<file path="src/hw/rtl/vfr_pkg.sv">
`default_nettype none
package vfr_pkg;

	// Defaults for the top-level parameters
	localparam int TIME_BITS_DEF   = 32;
	localparam int VOLUME_BITS_DEF = 16;

	// Fixed field widths on the ports
	localparam int TIME_W    = 32;
	localparam int VOL_W     = 16;
	localparam int FADE_W    = 16;
	localparam int CFG_W     = 16;
	localparam int CFG_IDX_W = 2;

	typedef enum logic [CFG_IDX_W-1:0] {
		REG_FADE_TIME      = 2'd0,
		REG_FINAL_VOLUME   = 2'd1,
		REG_PAUSE_ENABLE   = 2'd2,
		REG_WAIT_FOR_TRACK = 2'd3
	} cfg_reg_t;

	typedef enum logic [1:0] {
		PH_WAITING = 2'd0,
		PH_RAMPING = 2'd1,
		PH_DONE    = 2'd2
	} phase_t;

	// Request to the shared multiply/divide unit: floor(span * elapsed / fade)
	typedef struct packed {
		logic              start;
		logic [FADE_W-1:0] span;
		logic [FADE_W-1:0] elapsed;
		logic [FADE_W-1:0] fade;
	} md_req_t;

	typedef struct packed {
		logic              busy;
		logic              done;
		logic [FADE_W-1:0] quot;
	} md_resp_t;

endpackage
`default_nettype wire

</file>
<file path="src/hw/rtl/vfr_if.sv">
`default_nettype none
interface vfr_item_if;
	logic                       valid;
	logic                       ready;
	logic                       func;
	logic [vfr_pkg::TIME_W-1:0] now_time;
	logic                       track_end_ready;
	logic [vfr_pkg::VOL_W-1:0]  current_volume;

	modport source (output valid, output func, output now_time, output track_end_ready,
		output current_volume, input ready);
	modport sink (input valid, input func, input now_time, input track_end_ready,
		input current_volume, output ready);
endinterface

interface vfr_result_if;
	logic                      valid;
	logic                      ready;
	logic                      volume_valid;
	logic [vfr_pkg::VOL_W-1:0] volume_level;
	logic                      pause_valid;
	logic                      pause_on;
	logic                      finished;

	modport source (output valid, output volume_valid, output volume_level,
		output pause_valid, output pause_on, output finished, input ready);
	modport sink (input valid, input volume_valid, input volume_level,
		input pause_valid, input pause_on, input finished, output ready);
endinterface
`default_nettype wire

</file>
<file path="src/hw/rtl/vfr_muldiv.sv">
`default_nettype none
module vfr_muldiv (
	input  logic              clk,
	input  logic              arst_n,
	input  vfr_pkg::md_req_t  req,
	output vfr_pkg::md_resp_t resp
);
	import vfr_pkg::*;

	localparam int W     = FADE_W;
	localparam int CNT_W = $clog2(W + 1);

	typedef enum logic [2:0] {
		MD_IDLE = 3'b001,
		MD_MUL  = 3'b010,
		MD_DIV  = 3'b100
	} md_state_t;

	md_state_t        st_q;
	logic [CNT_W-1:0] cnt_q;
	logic             done_q;
	logic [2*W-1:0]   acc_q;
	logic [W-1:0]     mcand_q;
	logic [W-1:0]     div_q;

	logic [W+1:0]     op_a;
	logic [W+1:0]     op_b;
	logic             cin;
	logic [W+1:0]     sum;
	logic             ge;
	logic [W-1:0]     new_rem;
	logic             last_step;

	// One shared adder: add multiplicand on multiply steps, subtract divisor on divide steps
	always_comb begin
		if (st_q == MD_DIV) begin
			op_a = {1'b0, acc_q[2*W-1:W-1]};
			op_b = ~{2'b00, div_q};
			cin  = 1'b1;
		end else begin
			op_a = {2'b00, acc_q[2*W-1:W]};
			op_b = acc_q[0] ? {2'b00, mcand_q} : '0;
			cin  = 1'b0;
		end
		sum     = op_a + op_b + (W+2)'(cin);
		ge      = ~sum[W+1];
		new_rem = ge ? sum[W-1:0] : op_a[W-1:0];
	end

	assign last_step = (cnt_q == CNT_W'(1));

	always_ff @(posedge clk or negedge arst_n) begin
		if (!arst_n) begin
			st_q   <= MD_IDLE;
			cnt_q  <= '0;
			done_q <= 1'b0;
		end else begin
			done_q <= 1'b0;
			case (st_q)
				MD_IDLE: begin
					if (req.start) begin
						st_q  <= MD_MUL;
						cnt_q <= CNT_W'(W);
					end
				end
				MD_MUL: begin
					cnt_q <= last_step ? CNT_W'(W) : cnt_q - CNT_W'(1);
					if (last_step) begin
						st_q <= MD_DIV;
					end
				end
				MD_DIV: begin
					cnt_q <= cnt_q - CNT_W'(1);
					if (last_step) begin
						st_q   <= MD_IDLE;
						done_q <= 1'b1;
					end
				end
				default: begin
					st_q <= MD_IDLE;
				end
			endcase
		end
	end

	always_ff @(posedge clk) begin
		if (st_q == MD_IDLE && req.start) begin
			acc_q   <= {{W{1'b0}}, req.elapsed};
			mcand_q <= req.span;
			div_q   <= req.fade;
		end else if (st_q == MD_MUL) begin
			acc_q <= {sum[W:0], acc_q[W-1:1]};
		end else if (st_q == MD_DIV) begin
			acc_q <= {new_rem, acc_q[W-2:0], ge};
		end
	end

	assign resp.busy = (st_q != MD_IDLE);
	assign resp.done = done_q;
	assign resp.quot = acc_q[W-1:0];

`ifndef SYNTHESIS
	a_start_idle: assert property (@(posedge clk) disable iff (!arst_n)
		req.start |-> st_q == MD_IDLE)
		else $error("muldiv started while busy");
	a_rem_below_div: assert property (@(posedge clk) disable iff (!arst_n)
		done_q |-> acc_q[2*W-1:W] < div_q)
		else $error("division remainder not below divisor");
	a_done_after_div: assert property (@(posedge clk) disable iff (!arst_n)
		done_q |-> $past(st_q) == MD_DIV)
		else $error("done without a divide pass");
`endif
endmodule
`default_nettype wire

</file>
<file path="src/hw/rtl/volume_fade_ramp_top.sv">
`default_nettype none
// Linear volume fade controller. Each accepted item is either a tick (func 0) or a timer
// resync (func 1) and yields exactly one result item. The fade waits, then starts on a tick
// (at once, or on track_end_ready when wait_for_track is set), latching current_volume as the
// start level; ramping ticks accumulate the wrapped time delta into a saturating elapsed time
// and report start + (final - start) * elapsed / fade_time, truncated toward the start level.
// When elapsed passes fade_time the fade is done for good until reset. When pause_enable is
// set, a resume command goes out at start if the final volume is nonzero, and a pause command
// at the end if it is zero. For an item that needs the interpolated level, the accepting
// edge updates the phase and elapsed time and starts the shared unit, then a shift-add
// multiply and a restoring divide run on one 18-bit adder, the quotient moves into the level
// and the output register loads. Items that need no interpolation (resync, waiting without
// start, done phase, jump to final) go straight to the emit step and show their result once
// the output register loads. The input is ready again from the edge at which the output
// register loads; a result held in the output register delays that. The block accepts a new
// item while a finished result still waits in the output register. Configuration writes take
// effect at the edge where cfg_wr_en is high; the user must make them only while the block
// is idle, and the block itself does not enforce this.
module volume_fade_ramp_top #(
	parameter int TIME_BITS   = vfr_pkg::TIME_BITS_DEF,
	parameter int VOLUME_BITS = vfr_pkg::VOLUME_BITS_DEF
) (
	input  logic                          clk,
	input  logic                          arst_n,
	input  logic                          cfg_wr_en,
	input  logic [vfr_pkg::CFG_IDX_W-1:0] cfg_index,
	input  logic [vfr_pkg::CFG_W-1:0]     cfg_data,
	vfr_item_if.sink                      items,
	vfr_result_if.source                  results
);
	import vfr_pkg::*;

	// Volumes are kept at the narrower of the parameter and the port width
	localparam int VW = (VOLUME_BITS < VOL_W) ? VOLUME_BITS : VOL_W;

	typedef enum logic [2:0] {
		ST_IDLE = 3'b001,
		ST_CALC = 3'b010,
		ST_EMIT = 3'b100
	} st_t;

	// Configuration registers
	logic [FADE_W-1:0]    fade_q;
	logic [VW-1:0]        final_q;
	logic                 pause_en_q;
	logic                 wait_trk_q;

	// Fade state
	phase_t               phase_q;
	logic [VW-1:0]        start_q;
	logic [TIME_BITS-1:0] elapsed_q;
	logic [TIME_BITS-1:0] last_q;

	// Sequencer and pending result
	st_t                  st_q;
	logic                 up_q;
	logic [VW-1:0]        level_q;
	logic                 res_vvalid_q;
	logic                 res_pvalid_q;
	logic                 res_pon_q;
	logic                 res_fin_q;

	// Output register
	logic                 out_vld_q;
	logic                 out_vvalid_q;
	logic [VW-1:0]        out_level_q;
	logic                 out_pvalid_q;
	logic                 out_pon_q;
	logic                 out_fin_q;

	// Item decode
	logic                 accept;
	logic [TIME_BITS-1:0] now_ext;
	logic [VW-1:0]        cur_v;
	logic [TIME_BITS-1:0] delta;
	logic [TIME_BITS:0]   sat_sum;
	logic [TIME_BITS-1:0] elapsed_inc;
	logic [TIME_BITS-1:0] fade_ext;
	phase_t               nx_phase;
	logic [TIME_BITS-1:0] nx_elapsed;
	logic [VW-1:0]        nx_start;
	logic                 last_we;
	logic                 vvalid;
	logic                 pvalid;
	logic                 pon;
	logic                 at_final;
	logic                 up;
	logic [VW-1:0]        span;
	logic                 calc_need;
	logic                 emit_load;

	md_req_t              md_req;
	md_resp_t             md_resp;

	assign items.ready = (st_q == ST_IDLE);
	assign accept      = items.valid && items.ready;
	assign now_ext     = TIME_BITS'(items.now_time);
	assign cur_v       = VW'(items.current_volume);
	assign fade_ext    = TIME_BITS'(fade_q);

	// Wrapped time delta added to elapsed time; saturate on carry out
	assign delta       = now_ext - last_q;
	assign sat_sum     = {1'b0, elapsed_q} + {1'b0, delta};
	assign elapsed_inc = sat_sum[TIME_BITS] ? '1 : sat_sum[TIME_BITS-1:0];

	// Phase step for the item at the input
	always_comb begin
		nx_phase   = phase_q;
		nx_elapsed = elapsed_q;
		nx_start   = start_q;
		vvalid     = 1'b0;
		pvalid     = 1'b0;
		pon        = 1'b0;
		if (!items.func) begin
			case (phase_q)
				PH_WAITING: begin
					if (!wait_trk_q || items.track_end_ready) begin
						nx_start = cur_v;
						nx_phase = PH_RAMPING;
						vvalid   = 1'b1;
						pvalid   = pause_en_q && (final_q != '0);
					end
				end
				PH_RAMPING: begin
					nx_elapsed = elapsed_inc;
					vvalid     = 1'b1;
					if (elapsed_inc > fade_ext) begin
						nx_phase = PH_DONE;
						pvalid   = pause_en_q && (final_q == '0);
						pon      = pause_en_q && (final_q == '0);
					end
				end
				default: begin
				end
			endcase
		end
	end

	// Last time follows now_time except on ticks in the done phase
	assign last_we   = items.func || (phase_q != PH_DONE);

	// Jump straight to final when there is nothing to interpolate
	assign at_final  = (fade_q == '0) || (nx_elapsed >= fade_ext);
	assign up        = (final_q >= nx_start);
	assign span      = up ? final_q - nx_start : nx_start - final_q;
	assign calc_need = vvalid && !at_final;

	assign md_req.start   = accept && calc_need;
	assign md_req.span    = FADE_W'(span);
	assign md_req.elapsed = FADE_W'(nx_elapsed);
	assign md_req.fade    = fade_q;

	vfr_muldiv u_muldiv (
		.clk    (clk),
		.arst_n (arst_n),
		.req    (md_req),
		.resp   (md_resp)
	);

	// Configuration writes
	always_ff @(posedge clk or negedge arst_n) begin
		if (!arst_n) begin
			fade_q     <= '0;
			final_q    <= '0;
			pause_en_q <= 1'b0;
			wait_trk_q <= 1'b0;
		end else if (cfg_wr_en) begin
			case (cfg_reg_t'(cfg_index))
				REG_FADE_TIME:      fade_q     <= FADE_W'(cfg_data);
				REG_FINAL_VOLUME:   final_q    <= VW'(cfg_data);
				REG_PAUSE_ENABLE:   pause_en_q <= cfg_data[0];
				REG_WAIT_FOR_TRACK: wait_trk_q <= cfg_data[0];
				default: begin
				end
			endcase
		end
	end

	// Fade state advances at acceptance
	always_ff @(posedge clk or negedge arst_n) begin
		if (!arst_n) begin
			phase_q   <= PH_WAITING;
			start_q   <= '0;
			elapsed_q <= '0;
			last_q    <= '0;
		end else if (accept) begin
			phase_q   <= nx_phase;
			start_q   <= nx_start;
			elapsed_q <= nx_elapsed;
			if (last_we) begin
				last_q <= now_ext;
			end
		end
	end

	// Output register loads when empty or being drained
	assign emit_load = (st_q == ST_EMIT) && (!out_vld_q || results.ready);

	// Sequencer: accept, optionally run the multiply/divide, then emit
	always_ff @(posedge clk or negedge arst_n) begin
		if (!arst_n) begin
			st_q <= ST_IDLE;
		end else begin
			case (st_q)
				ST_IDLE: begin
					if (accept) begin
						st_q <= calc_need ? ST_CALC : ST_EMIT;
					end
				end
				ST_CALC: begin
					if (md_resp.done) begin
						st_q <= ST_EMIT;
					end
				end
				ST_EMIT: begin
					if (emit_load) begin
						st_q <= ST_IDLE;
					end
				end
				default: begin
					st_q <= ST_IDLE;
				end
			endcase
		end
	end

	// Pending result; level is filled in by the divide when needed
	always_ff @(posedge clk) begin
		if (accept) begin
			res_vvalid_q <= vvalid;
			res_pvalid_q <= pvalid;
			res_pon_q    <= pon;
			res_fin_q    <= (nx_phase == PH_DONE);
			up_q         <= up;
			level_q      <= vvalid ? final_q : '0;
		end else if (st_q == ST_CALC && md_resp.done) begin
			level_q <= up_q ? start_q + VW'(md_resp.quot) : start_q - VW'(md_resp.quot);
		end
	end

	always_ff @(posedge clk or negedge arst_n) begin
		if (!arst_n) begin
			out_vld_q <= 1'b0;
		end else if (emit_load) begin
			out_vld_q <= 1'b1;
		end else if (results.ready) begin
			out_vld_q <= 1'b0;
		end
	end

	always_ff @(posedge clk) begin
		if (emit_load) begin
			out_vvalid_q <= res_vvalid_q;
			out_level_q  <= level_q;
			out_pvalid_q <= res_pvalid_q;
			out_pon_q    <= res_pon_q;
			out_fin_q    <= res_fin_q;
		end
	end

	assign results.valid        = out_vld_q;
	assign results.volume_valid = out_vvalid_q;
	assign results.volume_level = VOL_W'(out_level_q);
	assign results.pause_valid  = out_pvalid_q;
	assign results.pause_on     = out_pon_q;
	assign results.finished     = out_fin_q;

`ifndef SYNTHESIS
	a_done_sticks: assert property (@(posedge clk) disable iff (!arst_n)
		phase_q == PH_DONE |=> phase_q == PH_DONE)
		else $error("fade left the done phase");
	a_accept_unit_free: assert property (@(posedge clk) disable iff (!arst_n)
		accept |-> !md_resp.busy)
		else $error("item accepted while muldiv busy");
	a_calc_has_unit: assert property (@(posedge clk) disable iff (!arst_n)
		st_q == ST_CALC |-> (md_resp.busy || md_resp.done))
		else $error("waiting on an idle muldiv");
	a_quiet_fields: assert property (@(posedge clk) disable iff (!arst_n)
		out_vld_q |-> (out_vvalid_q || out_level_q == '0) && (out_pvalid_q || !out_pon_q))
		else $error("result fields set without their valid");
`endif
endmodule
`default_nettype wire
</file>
<file path="src/flat_wrapper.sv">
// flat-port wrapper written by rule: the top's interface ports become plain ports
module volume_fade_ramp_top_flat import vfr_pkg::*;
#(
	parameter int TIME_BITS   = vfr_pkg::TIME_BITS_DEF,
	parameter int VOLUME_BITS = vfr_pkg::VOLUME_BITS_DEF
)
  (clk, arst_n, cfg_wr_en, cfg_index, cfg_data, items_valid, items_func, items_now_time, items_track_end_ready, items_current_volume, items_ready, results_valid, results_volume_valid, results_volume_level, results_pause_valid, results_pause_on, results_finished, results_ready);
  vfr_item_if items_i ();
  vfr_result_if results_i ();
  input  logic clk;
  input  logic arst_n;
  input  logic cfg_wr_en;
  input  logic [vfr_pkg::CFG_IDX_W-1:0] cfg_index;
  input  logic [vfr_pkg::CFG_W-1:0] cfg_data;
  input wire logic [$bits(items_i.valid)-1:0] items_valid;
  input wire logic [$bits(items_i.func)-1:0] items_func;
  input wire logic [$bits(items_i.now_time)-1:0] items_now_time;
  input wire logic [$bits(items_i.track_end_ready)-1:0] items_track_end_ready;
  input wire logic [$bits(items_i.current_volume)-1:0] items_current_volume;
  output wire logic [$bits(items_i.ready)-1:0] items_ready;
  output wire logic [$bits(results_i.valid)-1:0] results_valid;
  output wire logic [$bits(results_i.volume_valid)-1:0] results_volume_valid;
  output wire logic [$bits(results_i.volume_level)-1:0] results_volume_level;
  output wire logic [$bits(results_i.pause_valid)-1:0] results_pause_valid;
  output wire logic [$bits(results_i.pause_on)-1:0] results_pause_on;
  output wire logic [$bits(results_i.finished)-1:0] results_finished;
  input wire logic [$bits(results_i.ready)-1:0] results_ready;
  assign items_i.valid = items_valid;
  assign items_i.func = items_func;
  assign items_i.now_time = items_now_time;
  assign items_i.track_end_ready = items_track_end_ready;
  assign items_i.current_volume = items_current_volume;
  assign items_ready = items_i.ready;
  assign results_valid = results_i.valid;
  assign results_volume_valid = results_i.volume_valid;
  assign results_volume_level = results_i.volume_level;
  assign results_pause_valid = results_i.pause_valid;
  assign results_pause_on = results_i.pause_on;
  assign results_finished = results_i.finished;
  assign results_i.ready = results_ready;
  volume_fade_ramp_top #(.TIME_BITS(TIME_BITS), .VOLUME_BITS(VOLUME_BITS)) u_core (.clk(clk), .arst_n(arst_n), .cfg_wr_en(cfg_wr_en), .cfg_index(cfg_index), .cfg_data(cfg_data), .items(items_i), .results(results_i));
endmodule
</file>
<file path="config.mk">
export PLATFORM = sky130hd
export DESIGN_NAME = volume_fade_ramp_top_flat
export DESIGN_NICKNAME = d
export VERILOG_FILES = /design/src/hw/rtl/vfr_pkg.sv /design/src/hw/rtl/vfr_if.sv /design/src/hw/rtl/vfr_muldiv.sv /design/src/hw/rtl/volume_fade_ramp_top.sv /design/src/flat_wrapper.sv
export SDC_FILE = /design/constraint.sdc
export NUM_CORES = 1
export LEC_CHECK = 0
export BUFFER_PORTS_ARGS = -buffer_cell sky130_fd_sc_hd__buf_2
export CAP_MARGIN = 20
export CORE_ASPECT_RATIO = 1.5
export CORE_MARGIN = 2
export CORE_UTILIZATION = 45
export DETAILED_ROUTE_END_ITERATION = 7
export PLACE_DENSITY = 0.6
export SETUP_SLACK_MARGIN = 0.05
export SLEW_MARGIN = 40
export SYNTH_ARGS = -nofsm -noshare
export SYNTH_HDL_FRONTEND = slang
export SYNTH_SLANG_ARGS = --single-unit
</file>
<file path="constraint.sdc">
create_clock -name clk -period 12.8 [get_ports clk]
set_input_delay 1.92 -clock clk [delete_from_list [all_inputs] [get_ports clk]]
set_output_delay 1.92 -clock clk [all_outputs]
set_load 0.05 [all_outputs]
</file>
==> results of run 1 <==
[registers in the layout, indices dropped and copies added, names as in the netlist, 2 cells and up]
register,count
u_core.u_muldiv.acc_q,32
u_core.phase_q,2
u_core.u_muldiv.st_q,3
u_core.u_muldiv.div_q,16
u_core.level_q,16
u_core.u_muldiv.cnt_q,5
u_core.elapsed_q,32
u_core.start_q,16
u_core.fade_q,16
u_core.st_q,3
u_core.final_q,16
u_core.results.volume_level,16
u_core.last_q,32
u_core.u_muldiv.mcand_q,16
[cell usage in the layout (no fill, tap or decap), drive strengths merged, types with 10 or more instances in the layout]
master and n:
clkbuf 28, nor3 47, nor2b 18, o21bai 14, nand4 20, dfxtp 16, or2 13, nand2b 19
nor2 152, o2111ai 10, xnor2 52, o21ai 200, ha 159, a21o 44, mux2i 63, and2 18
nor4 20, o211ai 11, mux2 30, nand2 258, buf 115, or3 11, a31oi 32, dfrtp 127
nand3 53, edfxtp 89, xor2 45, inv 154, a21oi 143, a211oi 23, o21a 24
[worst max-delay path, delay by kind of cell]
kind / cells / cell delay, ns
fa+ha+maj: 3 / 1.00
simple gates: 9 / 2.02
xor+xnor: 1 / 0.18
buf+inv: 2 / 0.32
compound gates: 17 / 4.14
[layer usage]
layer | vias to the layer above | GRT usage, %
met4 | 2 | 12.9
met3 | 128 | 2.51
li1 | 7509 | -
met1 | 7248 | 26.1
met5 | - | 0
met2 | 291 | 50.1
[cell type report]
cell class | instances | area, µm²
Multi-Input combinational cell | 1591 | 10600
Tap cell | 495 | 619
Timing Repair Buffer | 115 | 646
Clock inverter | 22 | 250
Sequential cell | 234 | 6220
Inverter | 150 | 563
Clock buffer | 28 | 679
Fill cell | 3697 | 19100
[metrics by stage]
| stage | hold slack [ns] | total power (µW) |
|---|---|---|
| floorplan | 0.400 | 1120 |
| global placement | 0.404 | 1250 |
| detailed placement | 0.409 | 1250 |
| CTS | 0.424 | 2080 |
| global route | 0.434 | 2150 |
| finish | 0.423 | 2060 |
[cell families (layout without fill, tap and decap cells)]
| logic type | after synthesis | in the layout | synth area share (%) |
|---|---|---|---|
| AO/OA/AOI/OAI | 574 | 574 | 20.2 |
| XOR/XNOR | 97 | 97 | 4.81 |
| adder cells (fa/ha/maj) | 166 | 166 | 12.1 |
| buffers and inverters | 228 | 315 | 4.98 |
| flip-flops | 234 | 234 | 35.2 |
| multiplexers | 93 | 93 | 5.48 |
| AND/OR/NAND/NOR | 661 | 661 | 17.3 |
[cells in the mapped netlist (all sizes together), types with 7 or more instances]
cell type,count
or2,13
o2111ai,10
nand2b,19
o211ai,11
and2,18
nor4,20
nor3,47
dfxtp,16
or3,11
nand3,53
a31oi,32
edfxtp,89
mux2,30
nand4,20
o21ai,200
xnor2,52
a221oi,9
nor2,152
xor2,45
a21oi,143
ha,159
o21bai,14
fa,7
buf,20
mux2i,63
a21o,44
inv,149
clkbuf,58
a211oi,23
dfrtp,127
nand2,258
o21a,24
nor2b,18
[power by group through the flow]
stage | registers (µW) | logic [µW] | clock network, µW
after floorplan | 837 | 282 | 0
final | 845 | 396 | 819
after global placement | 859 | 390 | 0
after CTS | 845 | 396 | 836
after global routing | 846 | 438 | 862
after detailed placement | 860 | 394 | 0
[worst paths after layout]
check | from | endpoint | slack, ns | depth (start not counted)
min in group asynchronous | arst_n | u_core.u_muldiv.cnt_q[2] | 1.33 | 1
worst min-delay path | u_core.level_q[15] | u_core.results.volume_level[15] | 0.42 | 0
worst max register to register | u_core.last_q[1] | u_core.u_muldiv.acc_q[1] | 4.44 | 32
max in group asynchronous | arst_n | u_core.last_q[31] | 10.31 | 2
worst max-delay path | items_now_time[1] | u_core.u_muldiv.acc_q[1] | 3.39 | 32
worst min register to register | u_core.level_q[15] | u_core.results.volume_level[15] | 0.42 | 0
==> run summary, run 1 <==
outcome - complete, no violations
Final Cycle Share - 73.5%
Setup WS pre-CTS - 2.74 ns
crit path DAT - 9.61 ns
Flop pwr share - 41.0%
DP Wirelength - 41.5 mm
Met2 Wirelength - 28.4 mm
total routed wirelength - 52.5 mm
Synth area leaders - dfrtp_1 (18%), edfxtp_1 (15%), ha_1 (11%)
die width - 166 µm
# DRC - 0
Core Rows - 88
die area - 40900 µm²
IO Count - 95
Hold Crit Class - reg -> reg
GP Congestion - 0.915
CP Data Required Time - 13.00 ns
Post-synth EDFFs - 89
initial detailed-routing violation count - 828
final worst slack - 3.39 ns
final non-filler cell total - 2635
worst clock skew - 0.0252 ns
Slowest-stage cell, CP - nand2b_1
pwr dens - 105 nW/µm²
syn_nets - 2292
Worst-path clk slew - 0.06 ns
DP Area - 18600 µm²
n_diodes - 0
largest net degree at the start of global routing - 73
syn avg cell area - 8.61 µm²
worst skew pair latency - 0.57 ns
first-pass GRT wire length - 81.6 mm
setup total negative slack - 0 ns
hold_buf cts - 0
DR pass1 iterations - 5
minimum clock period - 9.41 ns
Clk pwr share - 39.7%
switching share of power - 30.2%
Max Used Layer - met5
cell repeated most along the worst path - o21ai_0
Max Slew Vio Count - 0
Core ar. - 38600 µm²
Post-CTS Setup Bufs - 0
CTS root buf - clkbuf_16
initial antenna violation count - 1
Starting Density - 45.7%
Synth top area share - 18.0%
clock sink total - 234
Area growth syn-to-layout - 10.9%
wire per inst - 19.9 µm
Final Hold Fails - 0
maximum clock frequency - 106 MHz
CTS tree - done
gr ovfl total - 0
utilization after layout - 50.7%
Synth area leader - dfrtp_1
top_reg_cell synth - dfrtp_1
synth unique cells - 86
relative slew slack - 41.9%
# nets final - 2358
CP endpoint kind - flip-flop
CP Max Fanout - 17
internal power - 1440 µW
CTS-repair resized insts - 0
max cap viols - 0
startpoint types - primary input
die height - 247 µm
Post-Syn Area - 17700 µm²
vias per cell - 5.76
Lkg Pwr - 0.00892 µW
P_sw - 621 µW
vias in the first global route - 14930
peak supply drop - 0.108 mV
remaining antenna violation count after routing - 0
met1 wire length - 19.9 mm
Placed Cells - 2584
yosys warns - 0
Final setup viols - 0
post-synthesis sequential area ratio - 35.2%
CTS max path bufs - 3
via total after detailed routing - 15178
share of layout cells above drive strength 1 - 11.1%
cts bufs inserted - 27
measured slew at the worst slew-check pin - 0.850 ns
DR WL met3 - 1.43 mm
Syn Inst Count - 2053
Crit path largest cell delay - 0.64 ns
synthesized flop and latch total - 234
Comb power frac - 19.2%
post-route design area - 19600 µm²
PortBufs - 94
GRT Overall Usage - 25.3%
fraction of registers with async set/reset - 55.1%
H-tree depth - 1
critical path class - in -> reg
RSZ-0062 raised after global routing - no
(Power assumes the default switching activity.)
==> run 2: changes to the inputs <==
--- a/config.mk
+++ b/config.mk
@@ -11,7 +11,7 @@
 export CORE_MARGIN = 2
 export CORE_UTILIZATION = 45
 export DETAILED_ROUTE_END_ITERATION = 7
-export PLACE_DENSITY = 0.6
+export PLACE_DENSITY = 0.62
 export SETUP_SLACK_MARGIN = 0.05
 export SLEW_MARGIN = 40
 export SYNTH_ARGS = -nofsm -noshare
==> constraint.sdc (replaced) <==
create_clock -name clk -period 7.83 [get_ports clk]
set_input_delay 1.1745 -clock clk [delete_from_list [all_inputs] [get_ports clk]]
set_output_delay 1.1745 -clock clk [all_outputs]
set_load 0.05 [all_outputs]
==> run summary, run 2 (synthesis gave the netlist of run 1 again) <==
Comb power frac - 20.1% (+0.9 points)
initial detailed-routing violation count - 727 (-12%)
P_sw - 1020 µW (+64%)
Fin Hold WS - 0.420 ns (-0.00335 ns)
pwr dens - 165 nW/µm² (+56%)
die height - 247 µm (unchanged)
wire per inst - 19.1 µm (-4.1%)
DR pass1 iterations - 6 (+1)
Core ar. - 38600 µm² (unchanged)
H-tree depth - 1 (unchanged)
minimum clock period - 7.44 ns
first-pass GRT wire length - 82.5 mm (+1.2%)
hold_buf cts - 0 (unchanged)
peak supply drop - 0.186 mV (+73%)
Crit path largest cell delay - 0.38 ns (-0.26 ns)
CTS tree - done
Setup WS pre-CTS - -0.298 ns (-3.04 ns)
total routed wirelength - 52.5 mm (about the same)
most frequent cells in the layout - nand2_1 (256), o21ai_0 (174), ha_1 (153)
Core Rows - 88 (unchanged)
DP Wirelength - 41.8 mm (+0.65%)
largest net degree at the start of global routing - 74 (+1.4%)
gr ovfl total - 0 (unchanged)
GRT Overall Usage - 25.4% (+0.14 points)
Lkg Pwr - 0.00951 µW (+6.6%)
initial antenna violation count - 1 (unchanged)
max cap viols - 0 (unchanged)
crit path DAT - 7.87 ns (-1.74 ns)
CTS root buf - clkbuf_16
worst skew pair latency - 0.57 ns (about the same)
share of layout cells above drive strength 1 - 17.0% (+6.0 points)
Area growth syn-to-layout - 17.3%
# DRC - 0 (unchanged)
die width - 166 µm (unchanged)
Hold Crit Class - reg -> reg
remaining antenna violation count after routing - 0 (unchanged)
Max Slew Vio Count - 0 (unchanged)
Slowest-stage cell, CP - or3_1
# nets final - 2472 (+4.8%)
Final setup viols - 0 (unchanged)
via total after detailed routing - 15640 (+3.0%)
vias per cell - 5.69 (-1.2%)
switching share of power - 29.9% (-0.28 points)
measured slew at the worst slew-check pin - 0.786 ns (-0.0637 ns)
vias in the first global route - 15553 (+4.2%)
Flop pwr share - 40.7% (-0.3 points)
CP Data Required Time - 8.26 ns (-4.74 ns)
clock sink total - 234 (unchanged)
reg-to-reg slack, setup - 0.69 ns (-3.75 ns)
die area - 40900 µm² (unchanged)
PortBufs - 94 (unchanged)
relative slew slack - 47.6% (+5.7 points)
n_diodes - 0 (unchanged)
biggest regs - u_core.elapsed_q: 32 flops, u_core.last_q: 32 flops, u_core.u_muldiv.acc_q: 32 flops
Worst-path clk slew - 0.06 ns (about the same)
RSZ-0062 raised after global routing - no
worst clock skew - 0.0243 ns (-0.000842 ns)
CTS max path bufs - 3 (unchanged)
Starting Density - 45.7% (unchanged)
cts bufs inserted - 26 (-3.7%)
CP endpoint kind - flip-flop
most common cell after layout, fill and taps aside - nand2_1
outcome - complete, no violations
internal power - 2390 µW (+66%)
CP Max Fanout - 12 (-5)
GP Congestion - 0.916 (about the same)
Final Hold Fails - 0 (unchanged)
maximum clock frequency - 134 MHz
Final Cycle Share - 95.0%
Clk pwr share - 39.2% (-0.5 points)
critical path class - in -> reg
IO Count - 95 (unchanged)
startpoint types - primary input
final worst slack - 0.393 ns (-3.00 ns)
==> run 2: worst max-delay path, delay by kind of cell <==
family | cells | cell delay, ns
AO/OA/AOI/OAI | 18 | 3.20
AND/OR/NAND/NOR | 8 | 1.59
buffers and inverters | 8 | 1.14
adder cells (fa/ha/maj) | 3 | 0.73
==> run 2: power groups by stage <==
stage               sequential, µW  combinational, µW  clock (µW)
finish                        1390                685        1340
global route                  1390                757        1410
CTS                           1390                679        1370
detailed placement            1410                674           0
global placement              1410                663           0
floorplan                     1370                464           0
==> run 2: layer usage <==
layer  wire length (µm)  part of all wire, %  global-route usage (%)  vias up
li1                   -                    -                       -     7714
met2              28300                   54                    49.7      321
met1              19800                   38                    27.0     7487
met5                  0                    0                       0        -
met4               2790                  5.3                    13.1        0
met3               1660                  3.1                    2.03      118
==> run 2: metrics by stage <==
stage	utilization, %	TNS (ns)	total power [µW]	instances	cell area (µm²)
final	53.6	0	3410	2748	20700
after global routing	53.6	0	3550	2748	20700
after CTS	53.4	0	3430	2744	20600
after detailed placement	51.0	-16.18	2080	2696	19700
after global placement	50.9	-10.26	2070	2695	19700
after floorplan	-	0	1830	2053	17900
==> run 2: final timing paths <==
path / from / to / cells past startpoint
setup / recovery: items_now_time[4] / u_core.u_muldiv.cnt_q[1] / 37
hold / removal: u_core.level_q[3] / u_core.results.volume_level[3] / 0
setup reg to reg: u_core.last_q[1] / u_core.u_muldiv.cnt_q[1] / 36
hold reg to reg: u_core.level_q[3] / u_core.results.volume_level[3] / 0
max in group asynchronous: arst_n / u_core.last_q[29] / 2
min in group asynchronous: arst_n / u_core.u_muldiv.cnt_q[3] / 1
==> run 2: cell type report <==
| type | count | area, µm² |
|---|---|---|
| fillers | 3608 | 17900 |
| clock buffers | 30 | 676 |
| inverters | 150 | 563 |
| flip-flops and latches | 234 | 6220 |
| multi-input cells | 1591 | 10800 |
| clock inverters | 18 | 243 |
| well taps | 495 | 619 |
| repair buffers | 230 | 1560 |
==> run 2: repair_timing <==
item                                    CTS  global route
setup buffers                             0             3
endpoints found under the setup margin    0            60
gates resized for setup                   0            21
==> run 3: changes to the inputs <==
--- a/config.mk
+++ b/config.mk
@@ -7,11 +7,13 @@
 export LEC_CHECK = 0
 export BUFFER_PORTS_ARGS = -buffer_cell sky130_fd_sc_hd__buf_2
 export CAP_MARGIN = 20
+export CELL_PAD_IN_SITES_DETAIL_PLACEMENT = 0
+export CELL_PAD_IN_SITES_GLOBAL_PLACEMENT = 2
 export CORE_ASPECT_RATIO = 1.5
 export CORE_MARGIN = 2
-export CORE_UTILIZATION = 45
+export CORE_UTILIZATION = 35
 export DETAILED_ROUTE_END_ITERATION = 7
-export PLACE_DENSITY = 0.62
+export PLACE_DENSITY = 0.75
 export SETUP_SLACK_MARGIN = 0.05
 export SLEW_MARGIN = 40
 export SYNTH_ARGS = -nofsm -noshare
==> run summary, run 3 (synthesis gave the netlist of run 1 again) <==
# DRC - 0 (unchanged)
remaining antenna violation count after routing - 0 (unchanged)
worst skew pair latency - 0.58 ns (about the same)
CP Data Required Time - 8.25 ns (about the same)
die width - 187 µm (+13%)
vias per cell - 5.25 (-7.7%)
crit path DAT - 7.79 ns (-0.08 ns)
# nets final - 2507 (+1.4%)
gr ovfl total - 0 (unchanged)
setup total negative slack - 0 ns (unchanged)
clock sink total - 234 (unchanged)
wire per inst - 18.8 µm (-1.7%)
DR pass1 iterations - 5 (-1)
vias in the first global route - 15551 (-0.013%)
worst clock skew - 0.0271 ns (+0.00279 ns)
relative slew slack - 45.8% (-1.8 points)
Starting Density - 35.5% (-10 points)
footprint of the multi-input gates - 10800 µm² (about the same)
DP Wirelength - 44.8 mm (+7.3%)
cts bufs inserted - 28 (+7.7%)
initial antenna violation count - 0 (-1)
Lkg Pwr - 0.00968 µW (+1.8%)
CP endpoint kind - flip-flop
CTS root buf - clkbuf_16
most frequent cells in the layout - nand2_1 (255), o21ai_0 (173), buf_4 (163)
cell repeated most along the worst path - o21ai_2
Hold EP - u_core.results.volume_level[6]
Area growth syn-to-layout - 20.0%
Flop pwr share - 40.1% (-0.6 points)
startpoint types - primary input
n_diodes - 0 (unchanged)
peak supply drop - 0.177 mV (-5.0%)
die area - 52300 µm² (+28%)
share of layout cells above drive strength 1 - 18.3% (+1.2 points)
r2r endpoint - u_core.u_muldiv.acc_q[2]
hold_buf cts - 0 (unchanged)
Worst Reg-to-Reg Cells - 35 (-2.8%)
Max Slew Vio Count - 0 (unchanged)
Final Hold Fails - 0 (unchanged)
measured slew at the worst slew-check pin - 0.814 ns (+0.0274 ns)
PortBufs - 94 (unchanged)
via total after detailed routing - 15515 (-0.80%)
total power - 3430 µW (+0.58%)
internal power - 2400 µW (+0.43%)
final worst slack - 0.456 ns (+0.0638 ns)
Comb power frac - 21.1% (+1.0 points)
WHS Path Cells - 0 (unchanged)
CP Max Fanout - 8 (-4)
CTS tree - done
Clk pwr share - 38.8% (-0.4 points)
Register Area - 6220 µm² (unchanged)
GRT Overall Usage - 21.0% (-4.4 points)
maximum clock frequency - 136 MHz (+0.86%)
Slowest-stage cell, CP - a221o_1
total routed wirelength - 55.5 mm (+5.7%)
Crit path largest cell delay - 0.41 ns (+0.03 ns)
H-tree depth - 1 (unchanged)
IO Count - 95 (unchanged)
Hold Crit Class - reg -> reg
worst hold start - u_core.level_q[6]
CTS max path bufs - 3 (unchanged)
P_sw - 1030 µW (+0.92%)
final-layout fill cell count - 5097 (+41%)
Core ar. - 49800 µm² (+29%)
pwr dens - 162 nW/µm² (-1.7%)
Final Cycle Share - 94.2% (-0.81 points)
Worst-path clk slew - 0.06 ns (about the same)
critical path class - in -> reg
GP Congestion - 0.932 (+1.8%)
reg-to-reg slack, setup - 0.74 ns (+0.05 ns)
initial detailed-routing violation count - 686 (-5.6%)
Core Rows - 100 (+14%)
die height - 279 µm (+13%)
RSZ-0062 raised after global routing - no
outcome - complete, no violations
Setup WS pre-CTS - -0.496 ns (-0.198 ns)
first-pass GRT wire length - 86.4 mm (+4.7%)
largest net degree at the start of global routing - 79 (+6.8%)
most common cell after layout, fill and taps aside - nand2_1
minimum clock period - 7.37 ns (-0.0638 ns)
max cap viols - 0 (unchanged)
Final setup viols - 0 (unchanged)
biggest regs - u_core.elapsed_q: 32 flops, u_core.last_q: 32 flops, u_core.u_muldiv.acc_q: 32 flops
switching share of power - 30.0% (+0.10 points)
FF-to-FF Start - u_core.last_q[1]
-- run 3: changes by cell type in the layout (fill, tap and decap cells not counted), moves of 2 or more --
cell and change:
clkbuf_8 +3, nor2_1 -2, o21ai_1 +2, bufinv_16 -2, buf_6 -4, clkinvlp_4 -3, nor2_2 +2, clkbuf_1 +5
clkbuf_16 +3, buf_4 +35
-- run 3: timing repair --
action | CTS | global route
setup endpoints to repair | 0 | 94
setup buffers | 0 | 2
resized for setup | 0 | 20
-- run 3: area by class of cell --
class                      count  area share, %
clock inverter                13          0.714
tap                          663           3.91
multi-input combinational   1591           51.2
sequential                   234           29.3
timing repair buffer         263           8.58
clock buffer                  39           3.64
inverter                     150           2.66
-- run 3: power groups by stage --
stage	registers [µW]	clock network (µW)	logic [µW]
6_report	1380	1330	725
5_1_grt	1380	1420	798
4_1_cts	1380	1380	720
3_5_place_dp	1400	0	711
3_3_place_gp	1400	0	711
2_1_floorplan	1370	0	464
-- run 3: routing by layer --
metal	share of wire, %	vias to the layer above	wire length (µm)	global-route usage, %
li1	-	7805	-	-
met1	38	7356	21400	22.1
met2	55	264	30300	41.9
met3	2.6	90	1460	1.78
met4	4.3	0	2370	8.88
met5	0	-	0	0
-- run 3: worst max path at each step --
stage	start	depth (start not counted)	slack (ns)	end
final	items_now_time[0]	37	0.46	u_core.u_muldiv.acc_q[2]
after global routing	items_now_time[0]	38	0.04	u_core.u_muldiv.acc_q[10]
after CTS	items_now_time[1]	31	0.08	u_core.u_muldiv.acc_q[15]
after detailed placement	items_now_time[1]	31	-0.50	u_core.u_muldiv.acc_q[1]
after global placement	items_now_time[1]	33	-0.40	u_core.u_muldiv.acc_q[4]
after floorplan	items_now_time[10]	30	0.06	u_core.u_muldiv.div_q[0]
-- run 3: stage by stage --
stage          instance area [µm²]  instances  hold slack [ns]  utilization [%]
2_1_floorplan                17900       2053            0.400                -
5_1_grt                      21200       2953            0.420             42.6
4_1_cts                      21100       2949            0.416             42.3
3_5_place_dp                 20100       2897            0.405             40.5
3_3_place_gp                 20100       2896            0.406             40.4
6_report                     21200       2953            0.413             42.6
-- run 3: worst max-delay path: cells and delay by family --
| family | cells | cell delay, ns |
|---|---|---|
| AOI/OAI and AO/OA | 16 | 2.95 |
| adders and majority gates | 4 | 1.12 |
| buffers and inverters | 7 | 0.84 |
| muxes | 1 | 0.20 |
| and+or+nand+nor | 9 | 1.49 |
